===== src/rtl/four_channel_sound_generator_unit_defines.svh =====
// Assertion macros for the four-channel sound generator.
// Included by the top level; no other dependencies.
`ifndef FOUR_CHANNEL_SOUND_GENERATOR_UNIT_DEFINES_SVH
`define FOUR_CHANNEL_SOUND_GENERATOR_UNIT_DEFINES_SVH
`ifndef SYNTHESIS
`define FCSG_ASSERT(label, clk, rst, prop, msg) \
   label: assert property (@(posedge clk) disable iff (rst) prop) else $error(msg);
`define FCSG_ASSERT_NORST(label, clk, prop, msg) \
   label: assert property (@(posedge clk) prop) else $error(msg);
`else
`define FCSG_ASSERT(label, clk, rst, prop, msg)
`define FCSG_ASSERT_NORST(label, clk, prop, msg)
`endif
`endif


===== src/rtl/fcsg_pkg.sv =====
// Shared types, constants and functions of the four-channel sound generator.
// No dependencies.
`default_nettype none
package fcsg_pkg;
   localparam int unsigned CpuClockHz = 4194304;
   localparam logic [2:0] RegSq1 = 3'd0, RegSq2 = 3'd1, RegWave = 3'd2, RegNoise = 3'd3,
      RegMixer = 3'd4, RegTblLo = 3'd5, RegTblHi = 3'd6;
   localparam logic ReqTick = 1'b0;
   localparam logic ReqSample = 1'b1;

   // Steps of the shared divider, run in this order on every tick transaction with master enable set.
   localparam logic [3:0] DivSq1Freq = 4'd0, DivSq1Per = 4'd1, DivSq2Freq = 4'd2,
      DivSq2Per = 4'd3, DivWavFreq = 4'd4, DivWavPer = 4'd5, DivNoiFreq = 4'd6,
      DivNoiPer = 4'd7, DivRemSq1 = 4'd8, DivRemSq2 = 4'd9, DivRemWav = 4'd10,
      DivRemNoi = 4'd11;

   typedef enum logic [2:0] {
      ST_IDLE, ST_DIV, ST_DIVWAIT, ST_RUN, ST_STEP, ST_MIX, ST_OUT
   } state_type;

   // Commands from controller to datapath.
   typedef struct packed {
      logic       div_start;   // start a divide
      logic [3:0] div_sel;     // which division
      logic       div_latch;   // store divider result
      logic       load_count;  // take cycle count
      logic       tick_step;   // advance one emulated cycle
      logic       mix_go;      // capture mix
   } cmd_type;

   typedef struct packed {
      logic div_done;
      logic count_zero;
      logic master_en;
   } status_type;

   function automatic logic duty_bit(input logic [1:0] duty, input logic [2:0] ph);
      logic [7:0] pat;
      case (duty)
         2'd0: pat = 8'b1000_0000;
         2'd1: pat = 8'b1000_0001;
         2'd2: pat = 8'b1110_0001;
         default: pat = 8'b0111_1110;
      endcase
      return pat[ph];
   endfunction
endpackage
`default_nettype wire


===== src/rtl/four_channel_sound_generator_unit.sv =====
// Channel     | Handshake            | Payload
// req         | req_valid/req_stall  | req_type, req_cycle_count
// rsp         | rsp_valid/rsp_stall  | rsp_left_sample, rsp_right_sample
// csr         | csr_write            | csr_index, csr_data
// A tick runs the shared divider 12 times (periods, then residues), then steps
// once per emulated clock (ST_RUN, ST_STEP) until cycle_count is used up; with
// master off, it does neither. A sample is captured in ST_MIX and held valid in
// ST_OUT until rsp_stall is low. Reset is synchronous.
// Depends on fcsg_pkg, fcsg_controller, fcsg_datapath and the defines header.
`default_nettype none
`include "four_channel_sound_generator_unit_defines.svh"
module four_channel_sound_generator_unit import fcsg_pkg::*; #(
   parameter int unsigned CPU_CLOCK_HZ = CpuClockHz
) (
   input  wire logic        clock,
   input  wire logic        reset,
   input  wire logic        req_valid,
   output logic             req_stall,
   input  wire logic        req_type,
   input  wire logic [7:0]  req_cycle_count,
   output logic             rsp_valid,
   input  wire logic        rsp_stall,
   output logic signed [15:0] rsp_left_sample,
   output logic signed [15:0] rsp_right_sample,
   input  wire logic        csr_write,
   input  wire logic [2:0]  csr_index,
   input  wire logic [63:0] csr_data
);
   cmd_type    cmd;
   status_type status;

   fcsg_controller u_ctl (
      .clock, .reset, .req_valid, .req_type, .req_stall, .rsp_valid, .rsp_stall,
      .status, .cmd
   );

   fcsg_datapath #(.CPU_CLOCK_HZ(CPU_CLOCK_HZ)) u_dp (
      .clock, .reset, .csr_write, .csr_index, .csr_data, .cycle_count(req_cycle_count),
      .cmd, .status, .left_mix(rsp_left_sample), .right_mix(rsp_right_sample)
   );

   `FCSG_ASSERT(a_no_accept_busy, clock, reset, rsp_valid |-> req_stall, "accept while busy")
   `FCSG_ASSERT(a_one_cmd, clock, reset, $onehot0({cmd.tick_step, cmd.mix_go, cmd.div_start}), "clash")
   `FCSG_ASSERT(a_rsp_follow, clock, reset, cmd.mix_go |=> rsp_valid, "sample result missing")
endmodule
`default_nettype wire


===== src/rtl/fcsg_divider.sv =====
// Radix-2 restoring divider, one quotient bit a cycle, 32-bit operands.
// Gives quotient and remainder; depends on fcsg_pkg.
`default_nettype none
module fcsg_divider import fcsg_pkg::*; (
   input  wire logic        clock,
   input  wire logic        reset,
   input  wire logic        start,
   input  wire logic [31:0] dividend,
   input  wire logic [31:0] divisor,
   output logic             done,
   output logic [31:0]      quotient,
   output logic [31:0]      remainder
);
   logic [31:0] rem_ff, rem_in, quo_ff, quo_in, den_ff, den_in;
   logic [5:0]  cnt_ff, cnt_in;
   logic        busy_ff, busy_in;
   logic [32:0] trial;

   always_comb begin
      rem_in = rem_ff; quo_in = quo_ff; den_in = den_ff; cnt_in = cnt_ff; busy_in = busy_ff;
      trial = {rem_ff, quo_ff[31]} - {1'b0, den_ff};
      if (start) begin
         rem_in = '0; quo_in = dividend; den_in = divisor; cnt_in = 6'd32; busy_in = 1'b1;
      end else if (busy_ff) begin
         if (!trial[32]) begin
            rem_in = trial[31:0]; quo_in = {quo_ff[30:0], 1'b1};
         end else begin
            rem_in = {rem_ff[30:0], quo_ff[31]}; quo_in = {quo_ff[30:0], 1'b0};
         end
         cnt_in = cnt_ff - 6'd1;
         if (cnt_ff == 6'd1) busy_in = 1'b0;
      end
   end

   always_ff @(posedge clock) begin
      if (reset) begin
         busy_ff <= 1'b0; cnt_ff <= '0;
      end else begin
         busy_ff <= busy_in; cnt_ff <= cnt_in;
      end
      rem_ff <= rem_in; quo_ff <= quo_in; den_ff <= den_in;
   end

   assign done = busy_ff && (cnt_ff == 6'd1);
   // A zero divisor never occurs here; the result then is all ones.
   assign quotient = trial[32] ? {quo_ff[30:0], 1'b0} : {quo_ff[30:0], 1'b1};
   assign remainder = trial[32] ? {rem_ff[30:0], quo_ff[31]} : trial[31:0];
endmodule
`default_nettype wire


===== src/rtl/fcsg_datapath.sv =====
// Datapath: registers, channel state, period divisions, modulo counters, mixer.
// Depends on fcsg_pkg and fcsg_divider.
`default_nettype none
module fcsg_datapath import fcsg_pkg::*; #(
   parameter int unsigned CPU_CLOCK_HZ = CpuClockHz
) (
   input  wire logic        clock,
   input  wire logic        reset,
   input  wire logic        csr_write,
   input  wire logic [2:0]  csr_index,
   input  wire logic [63:0] csr_data,
   input  wire logic [7:0]  cycle_count,
   input  wire cmd_type     cmd,
   output status_type       status,
   output logic signed [15:0] left_mix,
   output logic signed [15:0] right_mix
);
   localparam logic [31:0] Clk = 32'(CPU_CLOCK_HZ);

   logic [31:0] sq1_ff, sq2_ff, wav_ff;
   logic [23:0] noi_ff, mix_ff;
   logic [63:0] tlo_ff, thi_ff;
   logic [2:0]  ph1_ff, ph2_ff;
   logic [4:0]  widx_ff;
   logic [14:0] lfsr_ff;
   logic [7:0]  cnt_ff;
   logic [31:0] p_ff [4];
   logic [31:0] m_ff [4];   // tick_total modulo each period
   logic [31:0] q_ff;
   logic [31:0] tt_ff, tt_in;
   logic signed [15:0] l_ff, r_ff;

   // Division operands by step; freq results chain through q_ff.
   logic [31:0] dvd, dvs, q, rmd;
   logic        dv_done;
   logic [10:0] c1, c2, c3;
   logic [7:0]  nctl;
   logic [7:0]  ndiv;
   assign c1 = {sq1_ff[26:24], sq1_ff[23:16]};
   assign c2 = {sq2_ff[26:24], sq2_ff[23:16]};
   assign c3 = {wav_ff[26:24], wav_ff[23:16]};
   assign nctl = noi_ff[15:8];
   assign ndiv = (nctl[2:0] == 3'd0) ? 8'd8 : {1'b0, nctl[2:0], 4'd0};

   always_comb begin
      case (cmd.div_sel)
         DivSq1Freq: begin dvd = 32'd131072; dvs = 32'd2048 - 32'(c1); end
         DivSq1Per: begin dvd = Clk; dvs = {q_ff[28:0], 3'd0}; end
         DivSq2Freq: begin dvd = 32'd131072; dvs = 32'd2048 - 32'(c2); end
         DivSq2Per: begin dvd = Clk; dvs = {q_ff[28:0], 3'd0}; end
         DivWavFreq: begin dvd = 32'd65536; dvs = 32'd2048 - 32'(c3); end
         DivWavPer: begin dvd = Clk; dvs = {q_ff[26:0], 5'd0}; end
         DivNoiFreq: begin dvd = Clk; dvs = 32'(ndiv) << nctl[7:4]; end
         DivNoiPer: begin dvd = Clk; dvs = q_ff; end
         DivRemSq1: begin dvd = tt_ff; dvs = p_ff[0]; end
         DivRemSq2: begin dvd = tt_ff; dvs = p_ff[1]; end
         DivRemWav: begin dvd = tt_ff; dvs = p_ff[2]; end
         DivRemNoi: begin dvd = tt_ff; dvs = p_ff[3]; end
         default: begin dvd = '0; dvs = '0; end
      endcase
   end

   fcsg_divider u_div (
      .clock, .reset, .start(cmd.div_start), .dividend(dvd),
      .divisor((dvs == '0) ? 32'd1 : dvs), .done(dv_done), .quotient(q),
      .remainder(rmd)
   );

   // Zero-divisor cases: freq*8 or freq*32 zero means freq was zero,
   // which cannot happen for squares/wave; noise divisor is never zero;
   // noise freq zero gives period zero.
   always_ff @(posedge clock) begin
      if (cmd.div_latch) begin
         q_ff <= q;
         case (cmd.div_sel)
            DivSq1Per: p_ff[0] <= q;
            DivSq2Per: p_ff[1] <= q;
            DivWavPer: p_ff[2] <= q;
            DivNoiPer: p_ff[3] <= (q_ff == '0) ? 32'd0 : q;
            default: ;
         endcase
      end
   end

   logic [7:0] en;
   logic [3:0] run, due;
   assign en = mix_ff[23:16];
   assign run = {en[3] & noi_ff[22], en[2] & wav_ff[31], en[1] & sq2_ff[30],
                 en[0] & sq1_ff[30]};

   // Wrap of tick_total: when tick_total wraps past 2^32, every modulo counter
   // is reset to zero, not to the true residue.
   logic [31:0] m_in [4];
   always_comb begin
      tt_in = tt_ff + 32'd1;
      for (int k = 0; k < 4; k++) begin
         if (tt_in == 32'd0) m_in[k] = '0;
         else if (m_ff[k] + 32'd1 >= p_ff[k]) m_in[k] = '0;
         else m_in[k] = m_ff[k] + 32'd1;
         due[k] = (p_ff[k] != '0) && (m_in[k] == '0);
      end
   end

   logic fb;
   assign fb = lfsr_ff[0] ^ lfsr_ff[1];

   always_ff @(posedge clock) begin
      if (reset) begin
         sq1_ff <= '0; sq2_ff <= '0; wav_ff <= '0; noi_ff <= '0; mix_ff <= '0;
         tlo_ff <= '0; thi_ff <= '0; tt_ff <= '0;
         ph1_ff <= '0; ph2_ff <= '0; widx_ff <= '0; lfsr_ff <= 15'h7FFF; cnt_ff <= '0;
         for (int k = 0; k < 4; k++) m_ff[k] <= '0;
      end else begin
         if (csr_write) begin
            case (csr_index)
               RegSq1: sq1_ff <= csr_data[31:0];
               RegSq2: sq2_ff <= csr_data[31:0];
               RegWave: wav_ff <= csr_data[31:0];
               RegNoise: noi_ff <= csr_data[23:0];
               RegMixer: mix_ff <= csr_data[23:0];
               RegTblLo: tlo_ff <= csr_data;
               RegTblHi: thi_ff <= csr_data;
               default: ;
            endcase
         end
         // Residues are rebuilt from tick_total after period change.
         if (cmd.load_count) begin
            cnt_ff <= cycle_count;
         end
         if (cmd.div_latch) begin
            case (cmd.div_sel)
               DivRemSq1: m_ff[0] <= rmd;
               DivRemSq2: m_ff[1] <= rmd;
               DivRemWav: m_ff[2] <= rmd;
               DivRemNoi: m_ff[3] <= rmd;
               default: ;
            endcase
         end
         if (cmd.tick_step) begin
            cnt_ff <= cnt_ff - 8'd1;
            tt_ff <= tt_in;
            for (int k = 0; k < 4; k++) m_ff[k] <= m_in[k];
            if (run[0] && due[0]) ph1_ff <= ph1_ff + 3'd1;
            if (run[1] && due[1]) ph2_ff <= ph2_ff + 3'd1;
            if (run[2] && due[2]) widx_ff <= widx_ff + 5'd1;
            if (run[3] && due[3]) begin
               lfsr_ff <= {fb, lfsr_ff[14:8], (nctl[3] ? fb : lfsr_ff[7]), lfsr_ff[6:1]};
            end
         end
      end
   end

   // Mixer.
   logic [3:0] lv [4];
   logic [7:0] tb;
   logic [3:0] ws;
   logic [1:0] wcode;
   always_comb begin
      tb = widx_ff[4] ? thi_ff[8*widx_ff[3:1] +: 8] : tlo_ff[8*widx_ff[3:1] +: 8];
      ws = widx_ff[0] ? tb[3:0] : tb[7:4];
      wcode = wav_ff[14:13];
      lv[0] = (en[0] && duty_bit(sq1_ff[7:6], ph1_ff)) ? sq1_ff[15:12] : 4'd0;
      lv[1] = (en[1] && duty_bit(sq2_ff[7:6], ph2_ff)) ? sq2_ff[15:12] : 4'd0;
      lv[2] = (en[2] && wav_ff[7] && wcode != 2'd0) ? (ws >> (wcode - 2'd1)) : 4'd0;
      lv[3] = (en[3] && !lfsr_ff[0]) ? noi_ff[7:4] : 4'd0;
   end

   function automatic logic signed [15:0] side(input logic [3:0] a, input logic [3:0] b,
         input logic [3:0] c, input logic [3:0] d, input logic [3:0] pan,
         input logic [2:0] vol);
      logic signed [7:0]  s;
      logic signed [20:0] p;
      s = 8'(pan[0] ? a : 4'd0) + 8'(pan[1] ? b : 4'd0) + 8'(pan[2] ? c : 4'd0)
        + 8'(pan[3] ? d : 4'd0) - 8'sd30;
      p = 21'(s) * $signed({1'b0, 4'(vol) + 4'd1}) * 21'sd136;
      if (p > 21'sd32767) return 16'sh7FFF;
      if (p < -21'sd32768) return 16'sh8000;
      return p[15:0];
   endfunction

   always_ff @(posedge clock) begin
      if (cmd.mix_go) begin
         l_ff <= side(lv[0], lv[1], lv[2], lv[3], mix_ff[15:12], mix_ff[6:4]);
         r_ff <= side(lv[0], lv[1], lv[2], lv[3], mix_ff[11:8], mix_ff[2:0]);
      end
   end

   assign left_mix = l_ff;
   assign right_mix = r_ff;
   assign status.div_done = dv_done;
   assign status.count_zero = (cnt_ff == 8'd0);
   assign status.master_en = en[7];
endmodule
`default_nettype wire


===== src/rtl/fcsg_controller.sv =====
// Controller state machine: sequences divisions, tick steps and sample output.
// Depends on fcsg_pkg.
`default_nettype none
module fcsg_controller import fcsg_pkg::*; (
   input  wire logic   clock,
   input  wire logic   reset,
   input  wire logic   req_valid,
   input  wire logic   req_type,
   output logic        req_stall,
   output logic        rsp_valid,
   input  wire logic   rsp_stall,
   input  wire status_type status,
   output cmd_type     cmd
);
   state_type state_ff, state_in;
   logic [3:0] sel_ff, sel_in;
   logic       acc;
   assign acc = req_valid && !req_stall;

   always_comb begin
      state_in = state_ff; sel_in = sel_ff;
      case (state_ff)
         ST_IDLE: if (acc) begin
            if (req_type == ReqSample) state_in = ST_MIX;
            else if (status.master_en) begin state_in = ST_DIV; sel_in = DivSq1Freq; end
         end
         ST_DIV: state_in = ST_DIVWAIT;
         ST_DIVWAIT: if (status.div_done) begin
            if (sel_ff == DivRemNoi) state_in = ST_RUN;
            else begin sel_in = sel_ff + 4'd1; state_in = ST_DIV; end
         end
         ST_RUN: state_in = status.count_zero ? ST_IDLE : ST_STEP;
         ST_STEP: state_in = ST_RUN;
         ST_MIX: state_in = ST_OUT;
         ST_OUT: if (!rsp_stall) state_in = ST_IDLE;
         default: state_in = ST_IDLE;
      endcase
   end

   always_comb begin
      cmd = '0;
      cmd.div_sel = sel_ff;
      req_stall = (state_ff != ST_IDLE);
      rsp_valid = (state_ff == ST_OUT);
      case (state_ff)
         ST_IDLE: cmd.load_count = acc;
         ST_DIV: cmd.div_start = 1'b1;
         ST_DIVWAIT: cmd.div_latch = status.div_done;
         ST_STEP: cmd.tick_step = 1'b1;
         ST_MIX: cmd.mix_go = 1'b1;
         default: ;
      endcase
   end

   always_ff @(posedge clock) begin
      if (reset) begin
         state_ff <= ST_IDLE; sel_ff <= '0;
      end else begin
         state_ff <= state_in; sel_ff <= sel_in;
      end
   end
endmodule
`default_nettype wire

===== config.mk =====
export PLATFORM = sky130hd
export DESIGN_NAME = four_channel_sound_generator_unit
export DESIGN_NICKNAME = d
export VERILOG_FILES = /design/src/rtl/fcsg_pkg.sv /design/src/rtl/four_channel_sound_generator_unit.sv /design/src/rtl/fcsg_divider.sv /design/src/rtl/fcsg_datapath.sv /design/src/rtl/fcsg_controller.sv
export VERILOG_INCLUDE_DIRS = /design/src /design/src/rtl
export SDC_FILE = /design/constraint.sdc
export NUM_CORES = 2
export LEC_CHECK = 0
export BUFFER_PORTS_ARGS = -buffer_cell sky130_fd_sc_hd__buf_2
export CORE_ASPECT_RATIO = 1.2
export CORE_MARGIN = 2
export CORE_UTILIZATION = 57
export DETAILED_ROUTE_END_ITERATION = 8
export HOLD_SLACK_MARGIN = 0.02
export PLACE_DENSITY = 0.74
export SLEW_MARGIN = 20
export SYNTH_ARGS = -nofsm -noshare
export SYNTH_HDL_FRONTEND = slang
export SYNTH_HIERARCHICAL = 1
export SYNTH_SLANG_ARGS = --single-unit
export TNS_END_PERCENT = 50

===== constraint.sdc =====
create_clock -name clock -period 14.22 [get_ports clock]
set_input_delay 0 -clock clock [delete_from_list [all_inputs] [get_ports clock]]
set_output_delay 0 -clock clock [all_outputs]
set_load 0.02 [all_outputs]

==> metrics.csv <==
stage,metric,value,unit
sta,Tmin final,11.31,ns
global_route,vias in the first global route,36855,
logic_synthesis,ys async rst share,0,
layout,Nets,5462,
critical_path,crit path from,u_dp/widx_ff[1]$_SDFFE_PP0P_,
floorplan,height of the die,313,um
power,power density cells,138,nW/um2
global_route,antenna violations before repair,11,
critical_path,Worst Path Buf+Inv,5,
floorplan,FP Rows,113,
floorplan,Die Footprint,81900,um2
floorplan,Starting Density,0.574,
clocking,"CTS clk-pin slew, worst paths",0.06,ns
power,worst vdd ir,0.125,mV
layout,multi-input logic area,24800,um2
route,met2 wire length,66.3,mm
layout,Syn-to-layout area delta,9.63,%
route,WL final,146,mm
critical_path,Setup crit start kind,flop,
critical_path,Crit. path cell count,41,
critical_path,Worst path max stage delay,0.76,ns
critical_path,kind of critical path,flop to flop,
logic_synthesis,post-synth design cell area,45400,um2
sta,FMAX,88.4,MHz
critical_path,"Max FO, Critical Path",35,
floorplan,Placeable Area,79000,um2
critical_path,FF-to-FF Start,u_dp/widx_ff[1]$_SDFFE_PP0P_,
clocking,CTS tree,yes,
layout,Post-Layout Cell Count,6111,
critical_path,"Arr. time, crit path",11.82,ns
critical_path,Reg2Reg Depth,41,
route,routed length per instance,23.9,um
route,via density per instance,6.30,
route,remaining antenna violation count,0,
logic_synthesis,share of the synthesized area in the top cell type,0.251,
worst_hold_path,hold depth,4,
logic_synthesis,top post-synthesis cells by area,"edfxtp_1, dfxtp_1, ha_1",
route,DR pass1 iterations,6,
critical_path,CP endpoint kind,flop,
clocking,Num Clock Sinks,703,
clocking,H-Tree Depth,3,
global_route,largest net degree at the start of global routing,115,
critical_path,Required @ worst endpoint,14.73,ns
clocking,Worst-Skew Late Latency,0.65,ns
sta,max-slew headroom at the worst pin,0.165,
logic_synthesis,register area share after synthesis,0.394,
sta,actual slew at the worst max-slew pin,1.23,ns
route,Residual DRC,0,
job,MaxCap Viol Count,0,
worst_hold_path,class of the worst hold path,input pin to flop,
power,Tot Pwr,6870,uW
critical_path,Critical R2R Capture,u_dp/left_mix[4]$_SDFFCE_PN1P_,
sta,final setup vio count,0,
logic_synthesis,yosys warns,6,
route,DR top layer,met5,
status,outcome,"complete, no violations",
route,drt initial violations,4255,
placed_design,hpwl dp,105,mm
sta,Final Hold Fails,0,
clocking,Max clock buf depth,3,
layout,layout cells sized above 1,0.0941,
logic_synthesis,Post-Syn Nets,5409,
placed_design,Buffers on Ports,114,
critical_path,Top Family by Delay on Critical Path,adder cells,
floorplan,IO Pins,115,
logic_synthesis,"count leader, synth",nand2_1,
clocking,total clock buffers created by CTS,73,
sta,Final Skew,0.0238,ns
critical_path,crit path to,u_dp/left_mix[4]$_SDFFCE_PN1P_,
route,Met1 Wirelength,54.5,mm
logic_synthesis,Post-synth top flop,edfxtp_1,
logic_synthesis,"EDFF count, synth",380,
logic_synthesis,"FF+latch count, synth",703,
clocking,Post-CTS Setup Inserts,0,
sta,final slew viol count,0,
logic_synthesis,Synth top cells by count,"nand2_1, inv_1, edfxtp_1",
global_route,GRT overflow,0,
critical_path,slowest CP cell,dfxtp_4,
logic_synthesis,synthesized area per cell,9.15,um2
clocking,Root Buffer,clkbuf_16,
critical_path,most frequent CP cell,ha_1,
global_route,first-pass GRT wire length,219,mm
route,routed vias,38493,
logic_synthesis,Netlist cell types,114,
layout,Register Area,17900,um2
placed_design,routability cong.,1.07,
sta,post-route setup TNS,0,ns
sta,RSZ-0062 raised after global routing,no,
power,Pleak,0.0199,uW
critical_path,R2R setup slack,2.91,ns
logic_synthesis,Syn Inst Count,4961,
sta,post-route clock period utilization,0.795,
placed_design,placed cell count,5889,
logic_synthesis,Synth area leader,edfxtp_1,
global_route,Tot GR Track Use,0.352,
layout,filler cell count,6527,
route,metal3 WL,13.5,mm
floorplan,Die X,262,um
-- registers in the layout, indices dropped and copies added, names as in the netlist, 13 cells and up --
name,flops
u_dp/thi_ff,64
u_dp/u_div/rem_ff,32
u_dp/lfsr_ff,15
u_dp/wav_ff,15
u_dp/noi_ff,13
u_dp/tt_ff,32
u_dp/tlo_ff,64
u_dp/u_div/den_ff,32
u_dp/q_ff,32
u_dp/sq2_ff,18
u_dp/left_mix,14
u_dp/sq1_ff,18
u_dp/p_ff,128
u_dp/u_div/quo_ff,32
u_dp/right_mix,14
u_dp/mix_ff,19
u_dp/m_ff,128
-- power breakdown --
part | leakage (uW) | internal, uW | switching (uW)
clock | 0.00121 | 1120 | 865
combinational | 0.0125 | 769 | 1660
sequential | 0.00625 | 2320 | 133
-- timing repair --
| action | CTS | global route |
|---|---|---|
| resized for setup | 0 | 0 |
| hold buffers | 85 | 0 |
| hold endpoints to repair | 271 | 0 |
-- tightest hold or removal path, cell delays in order --
cell	delay [ns]
dlygate4sd3_1	0.53
buf_2	0.13
nand2_1	0.05
a21oi_1	0.05
-- how the worst min path moves through the flow --
stage	endpoint	from
final	u_dp/thi_ff[58]$_SDFFE_PP0P_	csr_data[58]
after global routing	u_dp/thi_ff[33]$_SDFFE_PP0P_	csr_data[33]
after CTS	u_dp/tlo_ff[49]$_SDFFE_PP0P_	csr_data[49]
after detailed placement	u_dp/thi_ff[33]$_SDFFE_PP0P_	csr_data[33]
after global placement	u_dp/thi_ff[29]$_SDFFE_PP0P_	csr_data[29]
after floorplan	u_ctl/sel_ff[0]$_SDFFE_PP0P_	reset
-- final cells by class --
class,count,share of cell area
diodes,5,0.000251
clock buffers,90,0.0400
clock inverters,42,0.00872
inverters,414,0.0312
multi-input cells,3578,0.499
flip-flops and latches,703,0.359
well taps,1035,0.0260
repair buffers,244,0.0355
-- cell families (layout without fill, tap and decap cells) --
family,count (synthesis),after routing,share of synthesized area
buffers and inverters,680,790,0.0620
and+or+nand+nor,1793,1793,0.193
xor gates and xnor gates,263,263,0.0509
AOI/OAI and AO/OA,978,978,0.138
adders and majority gates,367,367,0.110
other,0,5,0
DFF,703,703,0.394
muxes,177,177,0.0523
-- routing by layer --
metal | global-route usage | vias to the layer above
met2 | 0.557 | 1959
met1 | 0.434 | 18380
met5 | 0 | -
met4 | 0.237 | 10
li1 | - | 17634
met3 | 0.0701 | 510
-- stage by stage --
stage / instance area, um2 / setup WS, ns / hold slack, ns / util
floorplan: 45400 / 3.48 / 0.0691 / -
global placement: 46500 / 2.77 / 0.253 / 0.588
detailed placement: 46500 / 2.60 / 0.257 / 0.588
CTS: 49700 / 2.54 / 0.120 / 0.629
global route: 49800 / 2.17 / 0.149 / 0.630
finish: 49800 / 2.91 / 0.159 / 0.630
-- layout by cell type, fill, tap and decap left out, types with 85 or more instances in the layout --
master           n
a21oi_1        362
buf_2          113
dfxtp_1        320
dlygate4sd3_1   85
edfxtp_1       380
ha_1           312
inv_1          406
nand2_1        761
nand3_1        110
nand4_1        100
nor2_1         296
o21ai_0        120
xnor2_1        141
xor2_1         121
(Power assumes the default switching activity.)
